`src/design/rrr_pkg.sv`:
```
// ----------------------------------------------------------------------------
// rrr_pkg
// Types and constants shared by the rounded rectangle fill rasteriser.
// ----------------------------------------------------------------------------
package rrr_pkg;

  localparam int COORD_BITS = 12;
  localparam int SIZE_W     = 11;
  localparam int RAD_W      = 10;
  localparam int COLOR_W    = 24;
  localparam int BYTE_W     = 8;
  localparam int CFG_W      = 12;
  localparam int CFG_IDX_W  = 2;
  localparam int ADDR_W     = 2 * CFG_W;
  localparam int CNT_W      = SIZE_W;
  localparam int PH_W       = 3;
  localparam int NUM_PH     = 1 << PH_W;
  // Internal screen and buffer coordinates: origin plus offset, then the
  // rotation against the stride, all fit with three bits of headroom.
  localparam int PIX_W      = COORD_BITS + 3;

  localparam logic [CFG_W-1:0] COLUMNS_RESET = 12'd480;
  localparam logic [CFG_W-1:0] ROWS_RESET    = 12'd800;

  typedef enum logic [1:0] {
    MODE_STEP,
    MODE_RECT,
    MODE_ROUND,
    MODE_BAR
  } mode_t;

  typedef enum logic [1:0] {
    KIND_IDLE,
    KIND_RECT,
    KIND_ROUND,
    KIND_BAR
  } kind_t;

  typedef enum logic [CFG_IDX_W-1:0] {
    REG_COLUMNS,
    REG_ROWS
  } reg_idx_t;

  typedef struct packed {
    mode_t                   mode;
    logic signed [COORD_BITS-1:0] pos_x;
    logic signed [COORD_BITS-1:0] pos_y;
    logic [SIZE_W-1:0]       shape_width;
    logic [SIZE_W-1:0]       shape_height;
    logic [RAD_W-1:0]        corner_radius;
    logic [COLOR_W-1:0]      fill_color;
  } in_item_t;

  typedef struct packed {
    logic              write_valid;
    logic [ADDR_W-1:0] byte_address;
    logic [BYTE_W-1:0] blue_byte;
    logic [BYTE_W-1:0] green_byte;
    logic [BYTE_W-1:0] red_byte;
    logic              last_pixel;
  } out_item_t;

endpackage

```
`src/design/rotated_rounded_rect_raster_top.sv`:
```
// ----------------------------------------------------------------------------
// rotated_rounded_rect_raster_top
// Fill rasteriser for rectangles, rounded rectangles and left-rounded bars,
// producing rotated, clipped BGR byte writes for a frame buffer.
//
// A start request (mode 1 to 3) latches a shape and gives no result; every
// step request (mode 0) gives exactly one result for the next candidate pixel.
// One request is accepted per clock cycle while in_stall is low. A step's
// result is registered through shape walker and pixel origin, then bounds
// check with the stride multiply and the three squares for the circle test,
// then the address and the output register. The three stages advance
// together whenever the output register is empty or being taken, so in_stall
// only follows out_stall while a result is held. cfg_ready is always high.
// Users must write registers only while no request is in flight; unenforced.
// ----------------------------------------------------------------------------
module rotated_rounded_rect_raster_top (
  input  logic                                 clk,
  input  logic                                 rst_n,
  input  logic                                 in_valid,
  output logic                                 in_stall,
  input  rrr_pkg::in_item_t                    in_data,
  output logic                                 out_valid,
  input  logic                                 out_stall,
  output rrr_pkg::out_item_t                   out_data,
  input  logic                                 cfg_valid,
  output logic                                 cfg_ready,
  input  logic [rrr_pkg::CFG_IDX_W-1:0]        cfg_index,
  input  logic [rrr_pkg::CFG_W-1:0]            cfg_data
);
  import rrr_pkg::*;

  // Phase numbers of each shape kind.
  localparam logic [PH_W-1:0] RECT_BODY    = 3'd0;
  localparam logic [PH_W-1:0] ROUND_CENTRE = 3'd0;
  localparam logic [PH_W-1:0] ROUND_TOP    = 3'd1;
  localparam logic [PH_W-1:0] ROUND_BOTTOM = 3'd2;
  localparam logic [PH_W-1:0] ROUND_TL     = 3'd3;
  localparam logic [PH_W-1:0] ROUND_TR     = 3'd4;
  localparam logic [PH_W-1:0] ROUND_BR     = 3'd5;
  localparam logic [PH_W-1:0] ROUND_BL     = 3'd6;
  localparam logic [PH_W-1:0] BAR_BODY     = 3'd0;
  localparam logic [PH_W-1:0] BAR_TL       = 3'd1;
  localparam logic [PH_W-1:0] BAR_BL       = 3'd2;
  localparam logic [PH_W-1:0] BAR_GAP      = 3'd3;

  // Configuration registers
  logic [CFG_W-1:0] cols_r, rows_r;

  // Shape state
  kind_t                   kind_r, kind_nxt;
  logic [PH_W-1:0]         ph_r, ph_nxt;
  logic [CNT_W-1:0]        inner_r, inner_nxt, outer_r, outer_nxt;
  logic signed [COORD_BITS-1:0] x_r, x_nxt, y_r, y_nxt;
  logic [SIZE_W-1:0]       w_r, w_nxt, h_r, h_nxt;
  logic [RAD_W-1:0]        r_r, r_nxt;
  logic [COLOR_W-1:0]      color_r, color_nxt;

  // Pipeline control
  logic en, acc, is_step;

  // Phase selection
  logic [NUM_PH-1:0] ne, avail, lowest;
  logic [PH_W-1:0]   cur;
  logic              busy, more;

  // Current phase descriptor
  logic                    quad, neg_x, neg_y;
  logic signed [PIX_W-1:0] ox, oy;
  logic [CNT_W-1:0]        nx, ny;
  logic signed [PIX_W-1:0] xs, ys, ws, hs, rs, xr, yr, x_right, y_low_q, y_low_r;
  logic signed [PIX_W-1:0] dxs, dys, px, py;
  logic [CNT_W:0]          inner_inc, outer_inc;
  logic                    end_row, end_phase, last_cand;

  // Radius clamp for a start request
  logic [RAD_W-1:0] w_half, h_half, r_req, r_min1, r_clamp;

  // Stage 1
  logic                    s1_vld_r, s1_act_r, s1_last_r, s1_quad_r;
  logic signed [PIX_W-1:0] s1_px_r, s1_py_r;
  logic [RAD_W-1:0]        s1_dx_r, s1_dy_r, s1_rad_r;
  logic [COLOR_W-1:0]      s1_color_r;

  // Stage 2
  logic                    s2_vld_r, s2_act_r, s2_last_r, s2_quad_r, s2_inb_r;
  logic [ADDR_W-1:0]       s2_prod_r;
  logic [CFG_W-1:0]        s2_bx_r;
  logic [2*RAD_W-1:0]      s2_dx2_r, s2_dy2_r, s2_r2_r;
  logic [COLOR_W-1:0]      s2_color_r;
  logic signed [PIX_W-1:0] bx, cols_s, rows_s;
  logic                    inb;

  // Output stage
  logic                    out_valid_r;
  out_item_t               out_data_r, out_nxt;
  logic                    in_circle, wr;
  logic [ADDR_W-1:0]       lin;

  assign en       = !(out_valid_r && out_stall);
  assign in_stall = !en;
  assign acc      = in_valid && en;
  assign is_step  = (in_data.mode == MODE_STEP);
  assign cfg_ready = 1'b1;

  always_ff @(posedge clk) begin
    if (!rst_n) begin
      cols_r <= COLUMNS_RESET;
      rows_r <= ROWS_RESET;
    end else if (cfg_valid && cfg_ready) begin
      if (cfg_index == REG_COLUMNS) begin
        cols_r <= cfg_data;
      end else if (cfg_index == REG_ROWS) begin
        rows_r <= cfg_data;
      end
    end
  end

  // --------------------------------------------------------------------------
  // Phase occupancy and selection. An empty phase is skipped by looking for
  // the first occupied phase at or after ph_r.
  // --------------------------------------------------------------------------
  always_comb begin
    ne = '0;
    case (kind_r)
      KIND_RECT: begin
        ne[RECT_BODY] = (w_r != '0) && (h_r != '0);
      end
      KIND_ROUND: begin
        ne[ROUND_CENTRE] = (w_r != '0) && (h_r > {r_r, 1'b0});
        ne[ROUND_TOP]    = (w_r > {r_r, 1'b0}) && (r_r != '0);
        ne[ROUND_BOTTOM] = (w_r > {r_r, 1'b0}) && (r_r != '0);
        ne[ROUND_TL]     = 1'b1;
        ne[ROUND_TR]     = 1'b1;
        ne[ROUND_BR]     = 1'b1;
        ne[ROUND_BL]     = 1'b1;
      end
      KIND_BAR: begin
        ne[BAR_BODY] = (w_r > {1'b0, r_r}) && (h_r != '0);
        ne[BAR_TL]   = 1'b1;
        ne[BAR_BL]   = 1'b1;
        ne[BAR_GAP]  = (r_r != '0) && (h_r > {r_r, 1'b0});
      end
      default: ne = '0;
    endcase
  end

  always_comb begin
    for (int i = 0; i < NUM_PH; i++) begin
      avail[i] = ne[i] && (PH_W'(i) >= ph_r);
    end
    cur = '0;
    for (int i = NUM_PH - 1; i >= 0; i--) begin
      if (avail[i]) begin
        cur = PH_W'(i);
      end
    end
  end

  assign busy   = |avail;
  assign lowest = avail & (~avail + NUM_PH'(1));
  assign more   = |(avail & ~lowest);

  // --------------------------------------------------------------------------
  // Descriptor of the selected phase
  // --------------------------------------------------------------------------
  assign xs      = PIX_W'(x_r);
  assign ys      = PIX_W'(y_r);
  assign ws      = signed'(PIX_W'(w_r));
  assign hs      = signed'(PIX_W'(h_r));
  assign rs      = signed'(PIX_W'(r_r));
  assign xr      = xs + rs;
  assign yr      = ys + rs;
  assign x_right = xs + ws - rs - PIX_W'(1);
  assign y_low_q = ys + hs - rs - PIX_W'(1);
  assign y_low_r = ys + hs - rs;

  always_comb begin
    quad  = 1'b0;
    neg_x = 1'b0;
    neg_y = 1'b0;
    ox    = xs;
    oy    = ys;
    nx    = w_r;
    ny    = h_r;
    case (kind_r)
      KIND_ROUND: begin
        case (cur)
          ROUND_CENTRE: begin
            oy = yr;
            ny = h_r - {r_r, 1'b0};
          end
          ROUND_TOP: begin
            ox = xr;
            nx = w_r - {r_r, 1'b0};
            ny = CNT_W'(r_r);
          end
          ROUND_BOTTOM: begin
            ox = xr;
            oy = y_low_r;
            nx = w_r - {r_r, 1'b0};
            ny = CNT_W'(r_r);
          end
          ROUND_TL: begin
            quad = 1'b1; neg_x = 1'b1; neg_y = 1'b1;
            ox = xr; oy = yr;
          end
          ROUND_TR: begin
            quad = 1'b1; neg_y = 1'b1;
            ox = x_right; oy = yr;
          end
          ROUND_BR: begin
            quad = 1'b1;
            ox = x_right; oy = y_low_q;
          end
          ROUND_BL: begin
            quad = 1'b1; neg_x = 1'b1;
            ox = xr; oy = y_low_q;
          end
          default: begin
            quad = 1'b0;
          end
        endcase
      end
      KIND_BAR: begin
        case (cur)
          BAR_BODY: begin
            ox = xr;
            nx = w_r - CNT_W'(r_r);
          end
          BAR_TL: begin
            quad = 1'b1; neg_x = 1'b1; neg_y = 1'b1;
            ox = xr; oy = yr;
          end
          BAR_BL: begin
            quad = 1'b1; neg_x = 1'b1;
            ox = xr; oy = y_low_q;
          end
          BAR_GAP: begin
            oy = yr;
            nx = CNT_W'(r_r);
            ny = h_r - {r_r, 1'b0};
          end
          default: begin
            quad = 1'b0;
          end
        endcase
      end
      default: begin
        quad = 1'b0;
      end
    endcase
    // Every corner quadrant spans the radius plus one in both directions.
    if (quad) begin
      nx = CNT_W'(r_r) + CNT_W'(1);
      ny = CNT_W'(r_r) + CNT_W'(1);
    end
  end

  assign dxs = signed'(PIX_W'(inner_r));
  assign dys = signed'(PIX_W'(outer_r));
  assign px  = neg_x ? (ox - dxs) : (ox + dxs);
  assign py  = neg_y ? (oy - dys) : (oy + dys);

  assign inner_inc = {1'b0, inner_r} + (CNT_W+1)'(1);
  assign outer_inc = {1'b0, outer_r} + (CNT_W+1)'(1);
  assign end_row   = (inner_inc >= {1'b0, nx});
  assign end_phase = end_row && (outer_inc >= {1'b0, ny});
  assign last_cand = end_phase && !more;

  // --------------------------------------------------------------------------
  // Radius clamp and walker update
  // --------------------------------------------------------------------------
  assign w_half  = in_data.shape_width[SIZE_W-1:1];
  assign h_half  = in_data.shape_height[SIZE_W-1:1];
  assign r_req   = (in_data.mode == MODE_ROUND) ? in_data.corner_radius : h_half;
  assign r_min1  = (r_req > w_half) ? w_half : r_req;
  assign r_clamp = (r_min1 > h_half) ? h_half : r_min1;

  always_comb begin
    kind_nxt  = kind_r;
    ph_nxt    = ph_r;
    inner_nxt = inner_r;
    outer_nxt = outer_r;
    x_nxt     = x_r;
    y_nxt     = y_r;
    w_nxt     = w_r;
    h_nxt     = h_r;
    r_nxt     = r_r;
    color_nxt = color_r;
    if (acc) begin
      if (!is_step) begin
        case (in_data.mode)
          MODE_RECT:  kind_nxt = KIND_RECT;
          MODE_ROUND: kind_nxt = KIND_ROUND;
          MODE_BAR:   kind_nxt = KIND_BAR;
          default:    kind_nxt = KIND_IDLE;
        endcase
        ph_nxt    = '0;
        inner_nxt = '0;
        outer_nxt = '0;
        x_nxt     = in_data.pos_x;
        y_nxt     = in_data.pos_y;
        w_nxt     = in_data.shape_width;
        h_nxt     = in_data.shape_height;
        r_nxt     = r_clamp;
        color_nxt = in_data.fill_color;
      end else if (busy) begin
        if (!end_row) begin
          inner_nxt = inner_inc[CNT_W-1:0];
        end else if (!end_phase) begin
          inner_nxt = '0;
          outer_nxt = outer_inc[CNT_W-1:0];
        end else begin
          inner_nxt = '0;
          outer_nxt = '0;
          ph_nxt    = cur + PH_W'(1);
          if (!more) begin
            kind_nxt = KIND_IDLE;
            ph_nxt   = '0;
          end
        end
      end
    end
  end

  always_ff @(posedge clk) begin
    if (!rst_n) begin
      kind_r  <= KIND_IDLE;
      ph_r    <= '0;
      inner_r <= '0;
      outer_r <= '0;
    end else begin
      kind_r  <= kind_nxt;
      ph_r    <= ph_nxt;
      inner_r <= inner_nxt;
      outer_r <= outer_nxt;
    end
  end

  always_ff @(posedge clk) begin
    x_r     <= x_nxt;
    y_r     <= y_nxt;
    w_r     <= w_nxt;
    h_r     <= h_nxt;
    r_r     <= r_nxt;
    color_r <= color_nxt;
  end

  // --------------------------------------------------------------------------
  // Stage 1: candidate pixel in screen space
  // --------------------------------------------------------------------------
  always_ff @(posedge clk) begin
    if (!rst_n) begin
      s1_vld_r <= 1'b0;
    end else if (en) begin
      s1_vld_r <= acc && is_step;
    end
  end

  always_ff @(posedge clk) begin
    if (en) begin
      s1_act_r   <= busy;
      s1_last_r  <= busy ? last_cand : 1'b1;
      s1_quad_r  <= quad;
      s1_px_r    <= px;
      s1_py_r    <= py;
      s1_dx_r    <= inner_r[RAD_W-1:0];
      s1_dy_r    <= outer_r[RAD_W-1:0];
      s1_rad_r   <= r_r;
      s1_color_r <= color_r;
    end
  end

  // --------------------------------------------------------------------------
  // Stage 2: rotation, clipping, stride product and circle squares
  // --------------------------------------------------------------------------
  assign cols_s = signed'(PIX_W'(cols_r));
  assign rows_s = signed'(PIX_W'(rows_r));
  assign bx     = cols_s - s1_py_r - PIX_W'(1);
  assign inb    = !bx[PIX_W-1] && (bx < cols_s) &&
                  !s1_px_r[PIX_W-1] && (s1_px_r < rows_s);

  always_ff @(posedge clk) begin
    if (!rst_n) begin
      s2_vld_r <= 1'b0;
    end else if (en) begin
      s2_vld_r <= s1_vld_r;
    end
  end

  // The buffer row is the screen column; it only matters once it is known
  // to lie below the row count, so its low bits are enough for the product.
  always_ff @(posedge clk) begin
    if (en) begin
      s2_act_r   <= s1_act_r;
      s2_last_r  <= s1_last_r;
      s2_quad_r  <= s1_quad_r;
      s2_inb_r   <= inb;
      s2_prod_r  <= ADDR_W'(s1_px_r[CFG_W-1:0]) * ADDR_W'(cols_r);
      s2_bx_r    <= bx[CFG_W-1:0];
      s2_dx2_r   <= (2*RAD_W)'(s1_dx_r) * (2*RAD_W)'(s1_dx_r);
      s2_dy2_r   <= (2*RAD_W)'(s1_dy_r) * (2*RAD_W)'(s1_dy_r);
      s2_r2_r    <= (2*RAD_W)'(s1_rad_r) * (2*RAD_W)'(s1_rad_r);
      s2_color_r <= s1_color_r;
    end
  end

  // --------------------------------------------------------------------------
  // Stage 3: write decision, byte address and output register
  // --------------------------------------------------------------------------
  assign in_circle = ((2*RAD_W+1)'(s2_dx2_r) + (2*RAD_W+1)'(s2_dy2_r)) <=
                     (2*RAD_W+1)'(s2_r2_r);
  assign wr  = s2_act_r && s2_inb_r && (!s2_quad_r || in_circle);
  assign lin = s2_prod_r + ADDR_W'(s2_bx_r);

  always_comb begin
    out_nxt             = '0;
    out_nxt.write_valid = wr;
    out_nxt.last_pixel  = s2_last_r;
    if (wr) begin
      out_nxt.byte_address = lin + {lin[ADDR_W-2:0], 1'b0};
      out_nxt.blue_byte    = s2_color_r[BYTE_W-1:0];
      out_nxt.green_byte   = s2_color_r[2*BYTE_W-1:BYTE_W];
      out_nxt.red_byte     = s2_color_r[3*BYTE_W-1:2*BYTE_W];
    end
  end

  always_ff @(posedge clk) begin
    if (!rst_n) begin
      out_valid_r <= 1'b0;
    end else if (en) begin
      out_valid_r <= s2_vld_r;
    end
  end

  always_ff @(posedge clk) begin
    if (en) begin
      out_data_r <= out_nxt;
    end
  end

  assign out_valid = out_valid_r;
  assign out_data  = out_data_r;

  // --------------------------------------------------------------------------
  // Assertions
  // --------------------------------------------------------------------------
  a_skip_is_blank: assert property (@(posedge clk) disable iff (!rst_n)
    (out_valid && !out_data.write_valid) |->
      (out_data.byte_address == '0 && out_data.blue_byte == '0 &&
       out_data.green_byte == '0 && out_data.red_byte == '0))
    else $error("skipped candidate carries a non-zero address or colour");

  a_inner_bound: assert property (@(posedge clk) disable iff (!rst_n)
    busy |-> (inner_r < nx))
    else $error("column counter ran past the width of the current phase");

  a_outer_bound: assert property (@(posedge clk) disable iff (!rst_n)
    busy |-> (outer_r < ny))
    else $error("row counter ran past the height of the current phase");

endmodule
```
`config.mk`:
```
export PLATFORM = sky130hd
export DESIGN_NAME = rotated_rounded_rect_raster_top
export DESIGN_NICKNAME = d
export VERILOG_FILES = /design/src/design/rrr_pkg.sv /design/src/design/rotated_rounded_rect_raster_top.sv
export SDC_FILE = /design/constraint.sdc
export NUM_CORES = 2
export LEC_CHECK = 0
export ABC_AREA = 1
export ABC_CLOCK_PERIOD_IN_PS = 30800
export BUFFER_PORTS_ARGS = -buffer_cell sky130_fd_sc_hd__buf_4
export CAP_MARGIN = 20
export CELL_PAD_IN_SITES_DETAIL_PLACEMENT = 1
export CELL_PAD_IN_SITES_GLOBAL_PLACEMENT = 1
export CORE_ASPECT_RATIO = 0.5
export CORE_MARGIN = 2
export CORE_UTILIZATION = 35
export CTS_CLUSTER_DIAMETER = 120
export CTS_CLUSTER_SIZE = 20
export DETAILED_ROUTE_END_ITERATION = 6
export GPL_TIMING_DRIVEN = 0
export PLACE_DENSITY = 0.73
export SYNTH_ARGS = -nofsm -noshare
export SYNTH_HDL_FRONTEND = slang
export SYNTH_SLANG_ARGS = --single-unit
```
`constraint.sdc`:
```
create_clock -name clk -period 30.8 [get_ports clk]
set_input_delay 1.54 -clock clk [delete_from_list [all_inputs] [get_ports clk]]
set_output_delay 1.54 -clock clk [all_outputs]
set_load 0.02 [all_outputs]
```
==> run metrics <==
Max Clk Rate approximately 120 MHz; most used cell, CP nand2_1; TritonCTS Buffers 24; Clk pin slew, worst setup/hold paths roughly 0.090 ns; CTS H-tree lvls 1; register area share after synthesis 0.280; Power Density about 110 nW/um2; final core occ 0.389; layout cell share with drive strength beyond 1 0.0572; critical-path maximum fanout 10; crit end category flip-flop; hpwl dp approximately 100 mm; Max clock buf depth 3; clk_skew slightly above 0.04 ns; total power roughly 0.0046 W; Overflow after GRT 0; number of nets in the layout around 5,900; Post-route DRC 0; Clk Latency, worst-skew pair 0.64 ns; post-synthesis cell count between 4,000 and 5,000; Core Region 113,000 um2; Die X-Extent roughly 480 um; vias per cell ~5; min-delay src color_r[2]; startpoint types flip-flop; Avg WL per Cell slightly below 20 um; post-synth net total approximately 5,700; design area 44,000 um2; final WL between 100 and 150 mm; max_slew headroom 0.277; Synth Cell Area roughly 40,000 um2; unrepaired setup endpoints after global routing no; initial core utilization 0.355; root buffer cell clkbuf_16; Worst-Margin Slew roughly 1.1 ns; Worst Path Arrival 9.10 ns; Reg2Reg Setup Slack 22.11 ns; Starting DRT DRC Count around 1,900; slowest CP cell edfxtp_1; area of placed instances around 43,000 um2; GR Util All Layers 0.213; R2R depth 36; DR pass1 iterations 5; Synth Register Bits about 390; reg2reg end s1_py_r[11]; Yosys cell types 63; via count of the routed design roughly 33,000; Critical R2R Launch r_r[7]; Layout area overhead 9.77%; Hold Crit Class flip-flop to flip-flop; post_cts resized 0; Ports 154; critical path required time 31.21 ns; Final min period a little under 9 ns; Port Buffers roughly 150; vias in the first global route 35,600; Crit Path Class flip-flop to flip-flop; Async SR Flop Fraction 0; peak supply drop 206 uV; mean area per synthesized cell approximately 8.3 um2; first-pass GRT wire length ~200 mm; initial antenna violation count 4; final hold violation count 0; max-cap viol count 0; Synthesis Warnings 0; pins over their slew limit 0; CTS tree yes; Primary FF master, synth edfxtp_1; site row count 87; status completed; hold_buf cts 0; GP Congestion 0.902; antenna-violating nets left 0; hold endpoint s1_color_r[2]; CP peak stage delay ~0.94 ns; CTS Sinks 392; fin crit share 0.282; Pleak 22.7 nW; Chip Height ~240 um; Hold Path Depth 0; # Post-CTS Setup Buffers 0; Die ar. approximately 120,000 um2; setup TNS 0 ns; Post-synth EDFFs approximately 340; largest net degree at the start of global routing 69; endpoints failing setup 0
## flip-flops by register name (all words and copies together), names as in the netlist, 12 cells and up
register and cells:
rows_r 12, x_r 12, y_r 12, color_r 24
s2_dx2_r 19, s2_dy2_r 19, s2_r2_r 19, s1_color_r 24
cols_r 12, out_data 50, s2_color_r 24, s2_prod_r 24
s1_py_r 15, s2_bx_r 12, s1_px_r 15
## worst max-delay path, delay by kind of cell, from the launching register on
kind            cells  cell delay (ns)
simple gates       17             2.50
compound gates     10             2.19
buf+inv             5             1.37
fa+ha+maj           3             1.10
flops               1             0.94
xor+xnor            1             0.34
## how the worst max path moves through the flow
| stage | end | slack (ns) | startpoint |
|---|---|---|---|
| final | s1_py_r[11] | 22.11 | r_r[7] |
| after global routing | s1_py_r[11] | 21.76 | r_r[7] |
| after CTS | s1_py_r[11] | 22.25 | r_r[9] |
| after detailed placement | s1_py_r[11] | 22.30 | r_r[7] |
| after global placement | kind_r[1] | 14.55 | out_stall |
| after floorplan | kind_r[1] | 19.09 | out_stall |
## area by class of cell
| class | instances | area (um2) |
|---|---|---|
| diodes | 3 | 7.51 |
| plain buffers | 109 | 480 |
| clock buffers | 39 | 667 |
| clock inverters | 5 | 50.0 |
| fillers | 13500 | 69100 |
| inverters | 963 | 3610 |
| multi-input cells | 3366 | 24800 |
| flip-flops and latches | 392 | 11200 |
| well taps | 1513 | 1890 |
| repair buffers | 158 | 1280 |
## power breakdown
group          total (W)  switching, W  internal [W]
clock network   0.000357      0.000205      0.000152
registers       0.000862     0.0000755      0.000787
logic            0.00340       0.00214       0.00127
total            0.00462       0.00242       0.00220
## kinds of logic (layout without fill, tap and decap cells)
| kind of cell | count (synthesis) | count (layout) | synth area share |
|---|---|---|---|
| muxes | 2 | 2 | 0.000530 |
| xor gates and xnor gates | 267 | 267 | 0.0583 |
| DFF | 392 | 392 | 0.280 |
| adders and majority gates | 759 | 759 | 0.287 |
| buffers and inverters | 1072 | 1274 | 0.102 |
| and+or+nand+nor | 1583 | 1583 | 0.164 |
| AOI/OAI and AO/OA | 754 | 754 | 0.108 |
| other | 1 | 4 | 0.0000935 |
## routing by layer
layer,track usage,up-vias,part of all wire
met4,0.0512,0,0.025
met3,0.0197,145,0.041
met2,0.364,603,0.48
li1,-,16000,-
met5,0,-,0
met1,0.290,16600,0.46
## Yosys cell counts, types with 54 or more instances
| master | count | area, um2 |
|---|---|---|
| clkbuf_1 | 88 | 330 |
| o21ai_0 | 226 | 1130 |
| nand2_1 | 951 | 3570 |
| nor2_1 | 306 | 1150 |
| dfxtp_1 | 54 | 1080 |
| inv_1 | 944 | 3540 |
| a21oi_1 | 328 | 1640 |
| edfxtp_1 | 338 | 10100 |
| xor2_1 | 195 | 1710 |
| fa_1 | 270 | 5410 |
| xnor2_1 | 72 | 631 |
| ha_1 | 489 | 6120 |
| nand3_1 | 165 | 826 |
## metrics by stage
step                hold WS [ns]  setup WS [ns]  instances
floorplan                  0.400          19.09       4830
global placement           0.400          14.55       6495
detailed placement         0.406          22.30       6501
CTS                        0.421          22.25       6545
global route               0.430          21.76       6545
finish                     0.416          22.11       6548
## cells in the final DEF (no fill, tap or decap), drive strengths merged, types with 3 or more instances in the layout
master,n
nand3b,6
a31oi,16
a21oi,329
xnor2,72
a21boi,9
nor4,9
o22ai,22
a221oi,11
dfxtp,54
nor2,315
o2111ai,11
o21bai,15
clkinv,4
and3,3
inv,963
diode,3
nand2,961
o21ai,239
fa,270
o21a,5
a22oi,5
nor3b,4
a211oi,25
o31ai,10
or2,19
o211ai,27
buf,179
nor3,49
o221ai,5
nand3,174
xor2,195
edfxtp,338
clkbuf,127
a21o,19
nand4,42
ha,489
No activity file was read; power rests on OpenSTA's default activity.
